===== src/design/ocmt_pkg.sv =====
// ocmt_pkg: shared types and constants for the ordered channel match table
// no dependencies; imported by every module of the block
package ocmt_pkg;

  // command codes carried on the input tuser
  typedef enum logic [1:0] {
    CMD_FULL   = 2'd0,
    CMD_CAPROV = 2'd1,
    CMD_ADD    = 2'd2,
    CMD_REMOVE = 2'd3
  } cmd_t;

  // sequencer states
  typedef enum logic [1:0] {
    ST_IDLE,
    ST_SCAN,
    ST_APPEND,
    ST_DONE
  } state_t;

  // field widths
  localparam int SRV_W  = 16;
  localparam int CA_W   = 16;
  localparam int PROV_W = 24;
  localparam int PID_W  = 13;
  localparam int CHAN_W = 24;
  localparam int CNT_OUT_W = 7;

  // change count saturates here
  localparam logic [CNT_OUT_W-1:0] COUNT_MAX = 7'd127;

  // one stored channel record
  typedef struct packed {
    logic [CHAN_W-1:0] channel;
    logic [PID_W-1:0]  ecm_pid;
    logic [PROV_W-1:0] provider;
    logic [CA_W-1:0]   ca_system;
    logic [SRV_W-1:0]  service;
  } rec_t;

  // one accepted request
  typedef struct packed {
    cmd_t cmd;
    rec_t rec;
  } query_t;

  // compare results for one stored record against the request
  typedef struct packed {
    logic full_hit;
    logic ca_hit;
    logic chan_eq;
  } match_t;

  // one result item
  typedef struct packed {
    logic                 hit;
    rec_t                 rec;
    logic [CNT_OUT_W-1:0] change_count;
    logic                 add_dropped;
  } result_t;

endpackage


===== src/design/ocmt_ctrl.sv =====
// ocmt_ctrl: sequencer that scans, compacts and appends table records
// depends on ocmt_pkg; drives ocmt_rec_mem and reads ocmt_match
module ocmt_ctrl import ocmt_pkg::*; #(
  parameter int DEPTH = 64,
  parameter int IDX_W = 6,
  parameter int CNT_W = 7
) (
  input  logic             clk,
  input  logic             rst,
  input  logic             start,
  input  query_t           query_in,
  output logic             idle,
  output logic             done,
  output result_t          result,
  input  logic             out_free,
  output query_t           query,
  input  match_t           match,
  output logic             mem_we,
  output logic [IDX_W-1:0] mem_waddr,
  output rec_t             mem_wdata,
  output logic             mem_re,
  output logic [IDX_W-1:0] mem_raddr,
  input  rec_t             mem_rdata
);

  localparam int SUM_W = (CNT_W + 1 > CNT_OUT_W) ? CNT_W + 1 : CNT_OUT_W;

  state_t           state, state_next;
  query_t           query_next;
  logic [CNT_W-1:0] fill, fill_next;
  logic [CNT_W-1:0] rd_ptr, rd_ptr_next;
  logic [CNT_W-1:0] keep, keep_next;
  logic [CNT_W-1:0] removed, removed_next;
  logic [CNT_W-1:0] pidx, pidx_next;
  logic             pv, pv_next;
  logic             stopped, stopped_next;
  logic             hit_f, hit_f_next;
  rec_t             hit_rec, hit_rec_next;
  result_t          result_next;

  logic             is_lookup;
  logic             is_add;
  logic             sel_match;
  logic             issue;
  logic             keep_entry;
  logic [SUM_W-1:0] sum;

  assign is_lookup = (query.cmd == CMD_FULL) || (query.cmd == CMD_CAPROV);
  assign is_add    = (query.cmd == CMD_ADD);
  assign sel_match = (query.cmd == CMD_CAPROV) ? match.ca_hit : match.full_hit;

  // control registers
  always_ff @(posedge clk) begin
    if (rst) begin
      state   <= ST_IDLE;
      fill    <= '0;
      pv      <= 1'b0;
    end else begin
      state   <= state_next;
      fill    <= fill_next;
      pv      <= pv_next;
    end
  end

  // scan and payload registers
  always_ff @(posedge clk) begin
    query   <= query_next;
    rd_ptr  <= rd_ptr_next;
    keep    <= keep_next;
    removed <= removed_next;
    pidx    <= pidx_next;
    stopped <= stopped_next;
    hit_f   <= hit_f_next;
    hit_rec <= hit_rec_next;
    result  <= result_next;
  end

  // next state, scan datapath and memory control
  always_comb begin
    state_next   = state;
    query_next   = query;
    fill_next    = fill;
    rd_ptr_next  = rd_ptr;
    keep_next    = keep;
    removed_next = removed;
    pidx_next    = pidx;
    pv_next      = 1'b0;
    stopped_next = stopped;
    hit_f_next   = hit_f;
    hit_rec_next = hit_rec;
    result_next  = result;
    idle         = 1'b0;
    done         = 1'b0;
    issue        = 1'b0;
    keep_entry   = 1'b0;
    mem_we       = 1'b0;
    mem_waddr    = keep[IDX_W-1:0];
    mem_wdata    = mem_rdata;
    mem_re       = 1'b0;
    mem_raddr    = rd_ptr[IDX_W-1:0];
    sum          = SUM_W'(removed);

    unique case (state)
      ST_IDLE: begin
        idle = 1'b1;
        if (start) begin
          query_next   = query_in;
          rd_ptr_next  = '0;
          keep_next    = '0;
          removed_next = '0;
          stopped_next = 1'b0;
          hit_f_next   = 1'b0;
          state_next   = ST_SCAN;
        end
      end

      ST_SCAN: begin
        // read one entry per cycle, stop early once a lookup has hit
        issue       = (rd_ptr != fill) && !hit_f;
        mem_re      = issue;
        pv_next     = issue;
        pidx_next   = rd_ptr;
        if (issue) begin
          rd_ptr_next = rd_ptr + 1'b1;
        end

        // process the entry read in the previous cycle
        if (pv) begin
          if (is_lookup) begin
            if (!hit_f && sel_match) begin
              hit_f_next   = 1'b1;
              hit_rec_next = mem_rdata;
            end
          end else begin
            if (!stopped && match.full_hit) begin
              if (is_add && match.chan_eq) begin
                stopped_next = 1'b1;
                keep_entry   = 1'b1;
              end else begin
                removed_next = removed + 1'b1;
              end
            end else begin
              keep_entry = 1'b1;
            end
            // compact: surviving entry moves down to the keep slot
            if (keep_entry) begin
              mem_we    = (keep != pidx);
              keep_next = keep + 1'b1;
            end
          end
        end

        if (!pv && ((rd_ptr == fill) || hit_f)) begin
          state_next = ST_APPEND;
        end
      end

      ST_APPEND: begin
        result_next.hit          = is_lookup && hit_f;
        result_next.rec          = (is_lookup && hit_f) ? hit_rec : '0;
        result_next.change_count = '0;
        result_next.add_dropped  = 1'b0;
        if (!is_lookup) begin
          fill_next = keep;
          if (is_add && !stopped) begin
            if (keep < CNT_W'(DEPTH)) begin
              // append the new record at the end of the table
              mem_we    = 1'b1;
              mem_wdata = query.rec;
              fill_next = keep + 1'b1;
              sum       = SUM_W'(removed) + SUM_W'(1);
            end else begin
              result_next.add_dropped = 1'b1;
            end
          end
          if (is_add && stopped) begin
            result_next.change_count = '0;
          end else if (sum > SUM_W'(COUNT_MAX)) begin
            result_next.change_count = COUNT_MAX;
          end else begin
            result_next.change_count = sum[CNT_OUT_W-1:0];
          end
        end
        state_next = ST_DONE;
      end

      ST_DONE: begin
        done = 1'b1;
        if (out_free) begin
          state_next = ST_IDLE;
        end
      end

      default: begin
        state_next = ST_IDLE;
      end
    endcase
  end

endmodule


===== config.mk =====
export PLATFORM = sky130hd
export DESIGN_NAME = ocmt_ctrl
export DESIGN_NICKNAME = d
export VERILOG_FILES = /design/src/design/ocmt_pkg.sv /design/src/design/ocmt_ctrl.sv
export SDC_FILE = /design/constraint.sdc
export NUM_CORES = 1
export LEC_CHECK = 0
export ABC_AREA = 1
export BUFFER_PORTS_ARGS = -buffer_cell sky130_fd_sc_hd__clkbuf_2
export CAP_MARGIN = 10
export CORE_AREA = 2 2 194 196
export DETAILED_ROUTE_END_ITERATION = 8
export DIE_AREA = 0 0 196 198
export SYNTH_ARGS = -nofsm -noshare
export SYNTH_HDL_FRONTEND = slang
export SYNTH_SLANG_ARGS = --single-unit

===== constraint.sdc =====
create_clock -name clk -period 6.85 [get_ports clk]
set_clock_uncertainty 0.05 [all_clocks]
set_input_delay 1.0275 -clock clk [delete_from_list [all_inputs] [get_ports clk]]
set_output_delay 1.0275 -clock clk [all_outputs]
set_load 0.02 [all_outputs]

==> metrics.md <==
| Metric | Value |
|---|---|
| Status | finished, final reports clean |
| Relative slew slack | 34.02% |
| Area grow syn2layout | 31.34% |
| Final Hold Slack | 0.4728 ns |
| Post-Place Cells | 1831 |
| Number of flops mapped to enable cells by yosys | 320 |
| Worst-path clk slew | 0.06 ns |
| R2R cell count | 8 |
| Number of gates resized after cts | 0 |
| TritonRoute pass-1 iters | 5 |
| Slowest cell on the critical path | ha_4 |
| Layout cells sized above 1 | 46.81% |
| Req. time, crit path | 5.77 ns |
| Yosys cell types | 30 |
| Port Buf Inserts | 500 |
| Final Hold Vio Count | 0 |
| R2r setup slk | 3.22 ns |
| Initial antenna violation count | 1 |
| Routability cong. | 0.8464 |
| FP Rows | 71 |
| Global route total overflow | 0 |
| Register area share after synthesis | 74.14% |
| Final nets | 1599 |
| Root Driver | clkbuf_16 |
| Area contributors post-synth | edfxtp_1 (73%), mux2_4 (6.7%), inv_1 (4.1%), nor2_1 (3.7%), mux2_2 (2.9%) |
| DP HPWL | 25840 um |
| Average size of a mapped cell | 14.90 um2 |
| Initial Utilization | 35.80% |
| Commonest non-fill, non-tap cell in the layout | clkbuf_2 |
| Layout Utilization | 47.02% |
| Hold Path Stages | 0 |
| Die area | 38810 um2 |
| Hold Buf Count CTS | 0 |
| Met1 WL | 14620 um |
| Most frequent cells in the layout | clkbuf_2 (500), edfxtp_1 (320), inv_1 (142), nor2_1 (128), mux2_4 (59) |
| Tcrit/Tclk final | 60.83% |
| Yosys reg bits | 330 |
| Met2 routed WL | 17760 um |
| Endpoint type of the worst setup path | output pin |
| Share of the synthesized area in the top cell type | 72.63% |
| Non-filler cells in the finished layout | 1900 |
| 1st-iter DRT viols | 342 |
| Vias in the first global route | 8317 |
| FF-to-FF End | removed[4] |
| Setup_tns | 0 ns |
| DR vias | 8562 |
| Pwr Total | 6.847 mW |
| TritonCTS clock tree | built |
| Highest routed layer | met4 |
| Die Y-Extent | 198 um |
| CP startpoint kind | register |
| Avg WL per Cell | 18.60 um |
| Ports | 501 |
| Ys async rst share | 0% |
| Setup violations, final | 0 |
| Final antenna-violating net count | 0 |
| Area leader, netlist | edfxtp_1 |
| Syn nets | 1091 |
| GRT Overall Usage | 17.67% |
| WL met3 | 2138 um |
| Drt total wl | 35340 um |
| Chip Width | 196 um |
| Worst path cell trace | inv_1, ha_4, nand2_8, mux2_4, clkbuf_2 |
| Synthesized cell area | 13230 um2 |
| Fmax | 240.0 MHz |
| Post-route DRC | 0 |
| Syn Inst Count | 888 |
| Buffers inserted by post-CTS timing repair | 0 |
| H-tree depth | 2 |
| Clock Sinks | 330 |
| Max FO, Critical Path | 94 |
| Clock buffer depth | 3 |
| Crit path DAT | 3.09 ns |
| CP startpoint | state[0] |
| Tmin final | 4.167 ns |
| Cell Pwr Density | 394.0 nW/um2 |
| Hold Crit Start | rd_ptr[6] |
| Worst-Margin Slew | 0.9897 ns |
| Hold endpoint | pidx[6] |
| Core area | 36960 um2 |
| RSZ-0062 raised after global routing | no |
| Latest clock arrival within the worst-skew pair | 0.53 ns |
| Max_cap viols | 0 |
| Max-slew violation count | 0 |
| Pleak | 7.860 nW |
| Ys Warns | 0 |
| Worst reg2reg startpoint | state[1] |
| First-pass GRT wire length | 50970 um |
| CP peak stage delay | 0.64 ns |
| Hold Path Class | reg -> reg |
| Top FF cell, synth | edfxtp_1 |
| Setup Crit Path Kind | reg -> out |
| Peak supply drop | 0.2566 mV |
| Cts bufs inserted | 37 |
| Largest net degree at the start of global routing | 95 |
| Via density | 4.506 |
[sequential cells by signal, indices dropped and copies added, names as in the netlist]
signal	cells
result	102
query	95
hit_rec	93
fill	7
keep	7
pidx	7
rd_ptr	7
removed	7
state	2
hit_f	1
pv	1
stopped	1
[routing by layer]
layer / up-vias / GRT usage (%)
li1: 4054 / -
met1: 4103 / 22.51
met2: 359 / 29.79
met3: 46 / 3.935
met4: 0 / 6.229
met5: - / 0
[cells in the mapped netlist, types with 2 or more instances]
master	instances
a21oi_1	28
buf_2	4
buf_4	12
buf_6	7
clkbuf_1	13
dfxtp_1	10
edfxtp_1	320
ha_1	8
inv_1	144
mux2_2	34
mux2_4	59
nand2_1	52
nand3_1	12
nand4_1	2
nor2_1	129
nor3_1	6
o211ai_1	3
o21ai_0	16
xnor2_1	6
xor2_1	13
[logic make-up after synthesis]
group	after synthesis	share of synthesized area, %
flops	330	74.14
mux	93	9.590
xor+xnor	19	1.258
fa+ha+maj	8	0.7566
buf+inv	182	5.939
simple gates	207	6.374
compound gates	49	1.939
[area by class of cell]
cell class,count,area [um2]
clock inverters,25,210.2
repair buffers,505,2540
fillers,3316,19580
well taps,474,593.1
inverters,146,551.8
clock buffers,43,1001
multi-input cells,376,2669
flip-flops and latches,330,9809
diodes,1,2.502
[critical path, delay by kind of cell, from the launching register on]
kind / cells / cell delay [ns]
simple gates: 1 / 0.64
flops: 1 / 0.34
fa+ha+maj: 1 / 0.64
buf+inv: 2 / 0.29
mux: 1 / 0.53
[worst max path at each step]
stage	end
finish	mem_wdata[30]
detailed placement	mem_wdata[21]
floorplan	hit_rec[0]
CTS	mem_wdata[21]
global placement	mem_wdata[0]
global route	mem_wdata[30]
[power by group]
part	internal [mW]	switching (mW)	total (mW)	leakage [nW]
sequential	2.80	0.279	3.08	3.07
clock	1.17	0.799	1.97	0.602
combinational	0.527	1.28	1.80	4.19
total	4.49	2.36	6.85	7.86
[metrics by stage]
step	instance area (um2)	setup slack [ns]
after floorplan	13230	1.080
after global placement	16160	3.288
after detailed placement	16160	3.190
after CTS	17370	2.584
after global routing	17370	2.462
final	17380	2.683
No activity file was read; power rests on OpenSTA's default activity.
