$ cat src/design/ocmt_pkg.sv
// ocmt_pkg: shared types and constants for the ordered channel match table
// no dependencies; imported by every module of the block
package ocmt_pkg;

  // command codes carried on the input tuser
  typedef enum logic [1:0] {
    CMD_FULL   = 2'd0,
    CMD_CAPROV = 2'd1,
    CMD_ADD    = 2'd2,
    CMD_REMOVE = 2'd3
  } cmd_t;

  // sequencer states
  typedef enum logic [1:0] {
    ST_IDLE,
    ST_SCAN,
    ST_APPEND,
    ST_DONE
  } state_t;

  // field widths
  localparam int SRV_W  = 16;
  localparam int CA_W   = 16;
  localparam int PROV_W = 24;
  localparam int PID_W  = 13;
  localparam int CHAN_W = 24;
  localparam int CNT_OUT_W = 7;

  // change count saturates here
  localparam logic [CNT_OUT_W-1:0] COUNT_MAX = 7'd127;

  // one stored channel record
  typedef struct packed {
    logic [CHAN_W-1:0] channel;
    logic [PID_W-1:0]  ecm_pid;
    logic [PROV_W-1:0] provider;
    logic [CA_W-1:0]   ca_system;
    logic [SRV_W-1:0]  service;
  } rec_t;

  // one accepted request
  typedef struct packed {
    cmd_t cmd;
    rec_t rec;
  } query_t;

  // compare results for one stored record against the request
  typedef struct packed {
    logic full_hit;
    logic ca_hit;
    logic chan_eq;
  } match_t;

  // one result item
  typedef struct packed {
    logic                 hit;
    rec_t                 rec;
    logic [CNT_OUT_W-1:0] change_count;
    logic                 add_dropped;
  } result_t;

endpackage

$ cat src/design/ocmt_match.sv
// ocmt_match: shared compare unit, one stored record against the request
// depends on ocmt_pkg for record, request and match types
module ocmt_match import ocmt_pkg::*; (
  input  rec_t   rec,
  input  query_t query,
  output match_t result
);

  logic prov_ok;

  // provider of zero in the request matches any stored provider
  assign prov_ok = (query.rec.provider == '0) || (rec.provider == query.rec.provider);

  assign result.ca_hit   = (rec.ca_system == query.rec.ca_system) && prov_ok;
  assign result.full_hit = result.ca_hit && (rec.service == query.rec.service) &&
                           (rec.ecm_pid == query.rec.ecm_pid);
  assign result.chan_eq  = (rec.channel == query.rec.channel);

endmodule

$ cat config.mk
export PLATFORM = sky130hd
export DESIGN_NAME = ocmt_match
export DESIGN_NICKNAME = d
export VERILOG_FILES = /design/src/design/ocmt_pkg.sv /design/src/design/ocmt_match.sv
export SDC_FILE = /design/constraint.sdc
export NUM_CORES = 1
export LEC_CHECK = 0
export BUFFER_PORTS_ARGS = -buffer_cell sky130_fd_sc_hd__buf_2
export CELL_PAD_IN_SITES_DETAIL_PLACEMENT = 2
export CELL_PAD_IN_SITES_GLOBAL_PLACEMENT = 2
export CORE_AREA = 2 2 107 109
export DETAILED_ROUTE_END_ITERATION = 10
export DIE_AREA = 0 0 109 111
export GPL_TIMING_DRIVEN = 0
export PLACE_DENSITY_LB_ADDON = 0.1
export SYNTH_ARGS = -nofsm -noshare
export SYNTH_HDL_FRONTEND = slang
export SYNTH_SLANG_ARGS = --single-unit
$ cat constraint.sdc
create_clock -name vclk -period 1
set_input_delay 0.1 -clock vclk [all_inputs]
set_output_delay 0.1 -clock vclk [all_outputs]
set_load 0.02 [all_outputs]
==> out/qor.txt, run 1 <==
Non-Filler Instances = 467
Power per Cell Area = 362 nW/um^2
Top Layer Used = met4
Multi-input gate area = 1230 sq um
Die X = 109 um
Family with the most delay on the worst path = simple AND/OR/NAND/NOR gates
Largest fanout on the critical path = 2
First-pass GRT wire length = 9200 um
DR WL/cell = 13.2 um
Final-layout clock buffer total = 0
Arr. time, crit path = 1.39 ns
Min-Delay Path Class = input pin to primary output
Crit path kind = input pin to primary output
Max-cap violations = 0
Overall Power = 0.896 mW
Port Buffers = 189
Wire length on met3 = 708 um
Largest net degree at the start of global routing = 3
Slew margin rel. = 73.5%
Cells after DPL = 467
Distinct cells, synth = 11
Setup TNS = -1.08 ns
Vias post-DR = 1752
Failing checks = negative setup slack
Wl on met1 = 2060 um
CP Buf/Inv Count = 2
Gr usage total = 9.41%
Drt first pass iters = 2
Antenna violations before repair = 0
Measured slew at the worst slew-check pin = 0.394 ns
Yosys warns = 0
Fin crit period = 1.49 ns
DP Wirelength = 6070 um
Synth Cell Area = 1080 sq um
RSZ-0062 raised after global routing = yes
# diodes = 0
GRT Residual Overflow = 0
Met2 wire length = 3390 um
Die height = 111 um
WP data required = 0.90 ns
Worst vdd ir = 97.8 uV
Mean area per synthesized cell = 7.97 sq um
Mapped Cells = 135
Number of setup buffers added after CTS = 0
FILL cells = 1306
Setup violations, final = 3
Area of the core = 11100 sq um
Mapped Nets = 323
Num sequential = 0
First DRT Iteration DRCs = 14
Rows = 39
Status = complete, but fails checks
Final slew viol count = 0
Total Wirelength = 6190 um
Final Cycle Share = 149%
Cts-stage hold buffer count = 0
Fin util = 22.3%
# DRC = 0
P&R area growth vs syn = 130%
Seq/Total Area, Yosys = 0%
Worst Setup End Kind = primary output
DR vias/cell = 3.75
Share of cells above drive strength 1 = 65.4%
I/O pins = 191
Post-DRT Antenna Nets = 0
Flip-flop and latch area = 0 sq um
Startpoint types = input pin
CP max stage delay = 0.35 ns
Starting Density = 9.71%
Slowest CP cell = nor4_2
Vias in the first global route = 2020
Leakage = 1.19 nW
Nets = 514
Die area = 12100 sq um
Fin worst setup slack = -0.492 ns
Fmax = 670 MHz
Critical Path, Cell by Cell = buf_8, xnor2_4, nand4_1, nor4_2, a31oi_2, nor3_4, buf_6
Placer's final routability congestion estimate = 0.692
Final Hold Vio Count = 0
## worst min-delay path, stage by stage
cell	delay, ns
buf_2	0.08
xnor2_1	0.06
nand4_1	0.09
nor3_2	0.05
buf_4	0.15
## cells by family after synthesis
| family | after synthesis | synth area share, % |
|---|---|---|
| xor+xnor | 93 | 75.7 |
| simple gates | 41 | 23.7 |
| compound gates | 1 | 0.582 |
## power breakdown
| part | internal, mW | switching (mW) |
|---|---|---|
| Clock | 0 | 0 |
| Sequential | 0 | 0 |
| Combinational | 0.549 | 0.347 |
## layer usage
metal / up-vias / track usage, %
met5: - / 0
met4: 0 / 0.342
met3: 2 / 2.70
li1: 859 / -
met1: 785 / 9.40
met2: 106 / 19.4
## area by class of cell
type,instances,area share (%)
Multi-Input combinational cell,135,49.9
Timing Repair Buffer,189,42.8
Tap cell,143,7.24
## synthesized netlist by cell type, drive strengths merged
| master | count | area (sq um) |
|---|---|---|
| a31oi | 1 | 6.26 |
| nand2 | 1 | 3.75 |
| nand3 | 1 | 5.00 |
| nand4 | 14 | 87.6 |
| nor2 | 2 | 7.51 |
| nor3 | 3 | 20.0 |
| nor4 | 20 | 131 |
| xnor2 | 43 | 377 |
| xor2 | 50 | 438 |
## stage by stage
stage	setup WS, ns	hold WS (ns)	instance area, sq um
final	-0.492	0.623	2470
after floorplan	-0.146	0.378	1130
after global placement	-0.606	0.636	2260
after global routing	-0.607	0.656	2470
after CTS	-0.517	0.632	2390
after detailed placement	-0.688	0.630	2260
## worst paths after layout
path / from / end / slack, ns / cells after the start
setup / recovery: rec[42] / result[2] / -0.49 / 7
hold / removal: rec[74] / result[0] / 0.62 / 5
## cells in the final DEF, fill, tap and decap left out, types with 7 or more instances in the layout
| master | netlist | layout |
|---|---|---|
| buf_2 | 0 | 171 |
| nor4_1 | 19 | 13 |
| xnor2_1 | 43 | 31 |
| nand4_1 | 14 | 14 |
| nor4_2 | 1 | 7 |
| buf_6 | 0 | 16 |
| xor2_1 | 50 | 50 |
| xnor2_2 | 0 | 11 |
## what timing repair did
item,CTS,global route
pin swaps,20,13
endpoints found under the setup margin,3,3
gates resized for setup,23,16
(Power assumes the default switching activity.)
==> run 2, diff against run 1 <==
BUFFER_PORTS_ARGS = -buffer_cell sky130_fd_sc_hd__buf_4   (was -buffer_cell sky130_fd_sc_hd__buf_2)
CAP_MARGIN = 25   (was unset)
==> out/qor.txt, run 2 (synthesis gave the netlist of run 1 again) <==
Total Wirelength = 6540 um
Gr usage total = 10.2%
Die X = 109 um
Status = complete, but fails checks
Number of setup buffers added after CTS = 0
Worst vdd ir = 112 uV
Die area = 12100 sq um
Most numerous cell on the critical path = buf_6
Fin util = 26.5%
Slew margin rel. = 75.1%
Share of cells above drive strength 1 = 67.0%
Num sequential = 0
DR vias/cell = 3.78
Crit path kind = input pin to primary output
Failing checks = negative setup slack
Starting Density = 9.71%
Measured slew at the worst slew-check pin = 0.370 ns
Post-DRT Antenna Nets = 0
M1 GR Usage = 10.1%
Fin crit period = 1.49 ns
Slowest CP cell = nor4_4
Most frequent cells in the layout = buf_4, xor2_1, xnor2_1
Place WS = -0.687 ns
Power per Cell Area = 376 nW/um^2
Fin worst setup slack = -0.493 ns
Largest fanout on the critical path = 2
P&R area growth vs syn = 173%
Placer's final routability congestion estimate = 0.703
Startpoint types = input pin
RSZ-0062 raised after global routing = yes
First-pass GRT wire length = 9980 um
I/O pins = 191
Hold Path Stages = 5
Port Buffers = 189
First DRT Iteration DRCs = 13
Nets = 514
Worst Setup End Kind = primary output
Final Cycle Share = 149%
Most common cell after layout, fill and taps aside = buf_4
Setup violations, final = 3
GRT Residual Overflow = 0
Drt first pass iters = 4
Min-Delay Path Class = input pin to primary output
Antenna violations before repair = 0
DR WL/cell = 14.0 um
Critical Path, Cell by Cell = buf_6, xnor2_2, nand4_1, nor4_4, a31oi_4, nor3_4, buf_6
Flip-flop and latch area = 0 sq um
WP data required = 0.90 ns
Arr. time, crit path = 1.39 ns
Area of the core = 11100 sq um
Cts-stage hold buffer count = 0
Grt met2 use = 20.7%
Final Hold Vio Count = 0
CP max stage delay = 0.38 ns
Largest net degree at the start of global routing = 3
Max-cap violations = 0
Leakage = 1.37 nW
Global routing's busiest layer = met2
Vias post-DR = 1766
Rows = 39
# DRC = 0
Die height = 111 um
DP Wirelength = 6270 um
Final slew viol count = 0
# diodes = 0
Met3 usage = 3.59%
Final-layout clock buffer total = 0
Fmax = 670 MHz
Vias in the first global route = 2139
==> run 2: cell types whose count changed in the layout (fill, tap and decap cells not counted), moves of 2 or more <==
cell     change
buf_4      +173
xnor2_1      -3
buf_6        -2
buf_2      -171
xnor2_2      +4
==> run 2: final timing paths <==
check	start	to
worst max-delay path	rec[42]	result[2]
worst min-delay path	rec[88]	result[0]
==> run 2: power breakdown <==
group	total, mW	switching [mW]	internal [mW]
Clock	0	0	0
Combinational	1.10	0.366	0.738
Sequential	0	0	0
==> run 2: cell type report <==
| cell class | count | area, sq um |
|---|---|---|
| Fill cell | 1286 | 8140 |
| Timing Repair Buffer | 189 | 1480 |
| Multi-Input combinational cell | 135 | 1280 |
| Tap cell | 143 | 179 |
==> run 2: routing by layer <==
layer | vias up | wire, um
met3 | 4 | 764
met1 | 802 | 2110
met2 | 104 | 3610
met5 | - | 0
met4 | 0 | 46
li1 | 856 | -
==> run 2: metrics by stage <==
stage / cell area [sq um] / power (mW) / hold WS (ns) / instances / setup TNS, ns
floorplan: 1130 / 0.331 / 0.378 / 135 / -0.313
global placement: 2730 / 1.02 / 0.621 / 467 / -1.53
detailed placement: 2730 / 1.04 / 0.617 / 467 / -1.62
CTS: 2890 / 1.11 / 0.626 / 467 / -1.18
global route: 2940 / 1.20 / 0.661 / 467 / -1.47
finish: 2940 / 1.10 / 0.617 / 467 / -1.17
==> run 2: timing repair <==
item,in CTS,in global routing
pin swaps,28,10
setup endpoints to repair,3,3
endpoints found under the hold margin,0,0
gates resized for setup,29,7
==> run 2: worst max-delay path, delay by kind of cell <==
kind	cells	cell delay (ns)
compound gates	1	0.16
buf+inv	2	0.24
xor+xnor	1	0.16
simple gates	3	0.73
==> run 3, diff against run 2 <==
TNS_END_PERCENT = 50   (was unset)
==> out/qor.txt, run 3 (synthesis gave the netlist of run 1 again) <==
First DRT Iteration DRCs = 4
Die height = 111 um
Beginning of the worst hold path = rec[88]
Slowest CP cell = nor4_4
Num sequential = 0
Most common cell after layout, fill and taps aside = buf_4
Total Wirelength = 6470 um
Fin worst setup slack = -0.547 ns
CP max stage delay = 0.37 ns
# DRC = 0
First-pass GRT wire length = 9630 um
Fmax = 646 MHz
Leakage = 1.37 nW
Die X = 109 um
Port Buffers = 189
Vias in the first global route = 2060
Met3 usage = 4.76%
Cts-stage hold buffer count = 0
Hold Path Stages = 5
Nets = 514
FILL cells = 1280
Slew margin rel. = 69.0%
Final-layout clock buffer total = 0
Setup violations, final = 3
Failing checks = negative setup slack
Arr. time, crit path = 1.45 ns
Most frequent cells in the layout = buf_4, xor2_1, xnor2_1
Status = complete, but fails checks
Vias post-DR = 1734
CP Buf/Inv Count = 2
Flip-flop and latch area = 0 sq um
RSZ-0062 raised after global routing = yes
Fin crit period = 1.55 ns
Rows = 39
Global routing's busiest layer = met2
Largest fanout on the critical path = 2
DR WL/cell = 13.9 um
Worst vdd ir = 117 uV
DR vias/cell = 3.71
Starting Density = 9.71%
# diodes = 0
Final slew viol count = 0
Worst Setup End Kind = primary output
Final Cycle Share = 155%
Measured slew at the worst slew-check pin = 0.460 ns
Gr usage total = 9.88%
Max-cap violations = 0
GRT Residual Overflow = 0
Die area = 12100 sq um
WP data required = 0.90 ns
I/O pins = 191
Grt met2 use = 18.6%
Critical Path, Cell by Cell = buf_4, xnor2_2, nand4_1, nor4_4, a31oi_4, nor3_4, buf_6
Startpoint types = input pin
Fin util = 26.2%
Drt first pass iters = 2
Family with the most delay on the worst path = simple AND/OR/NAND/NOR gates
Share of cells above drive strength 1 = 66.4%
DP Wirelength = 6240 um
Hold Path End = result[0]
Post-DRT Antenna Nets = 0
Largest net degree at the start of global routing = 3
P&R area growth vs syn = 170%
Min-Delay Path Class = input pin to primary output
Number of setup buffers added after CTS = 0
Placer's final routability congestion estimate = 0.678
Power per Cell Area = 375 nW/um^2
Overall Power = 1.09 mW
Levels on crit path = 7
M1 GR Usage = 10.1%
Area of the core = 11100 sq um
Antenna violations before repair = 0
Crit path kind = input pin to primary output
Final Hold Vio Count = 0
-- run 3: cell counts in the layout (fill, tap and decap cells not counted) --
No cell type changed its count.
-- run 3: worst max path at each step --
| stage | from | end |
|---|---|---|
| after floorplan | query[61] | result[2] |
| after global placement | query[9] | result[2] |
| after detailed placement | query[68] | result[2] |
| after CTS | rec[36] | result[2] |
| after global routing | query[42] | result[2] |
| final | query[42] | result[2] |
-- run 3: layer usage --
| layer | part of all wire [%] | routed length, um |
|---|---|---|
| met5 | 0 | 0 |
| met4 | 0.62 | 40 |
| met3 | 14 | 932 |
| met2 | 52 | 3370 |
| met1 | 33 | 2130 |
-- run 3: layout make-up --
type / instances / area (sq um) / area share [%]
Multi-Input combinational cell: 135 / 1270 / 43.6
Tap cell: 143 / 179 / 6.16
Timing Repair Buffer: 189 / 1460 / 50.3
-- run 3: power by group --
group          leakage (nW)  switching (mW)  internal, mW
clock network             0               0             0
registers                 0               0             0
logic                  1.37           0.357         0.733
-- run 3: stage by stage --
stage	instances	TNS (ns)	area (sq um)	hold WS [ns]	setup WS (ns)
after floorplan	135	-0.346	1110	0.378	-0.146
after global routing	467	-1.56	2910	0.642	-0.644
after CTS	467	-1.29	2810	0.614	-0.541
final	467	-1.27	2910	0.601	-0.547
after detailed placement	467	-1.62	2710	0.614	-0.689
after global placement	467	-1.70	2710	0.605	-0.677
-- run 3: repair_timing --
item | 4_1_cts | 5_1_grt
gates resized for setup | 17 | 15
pin swaps | 12 | 13
setup endpoints to repair | 3 | 3
cloned | 0 | 0
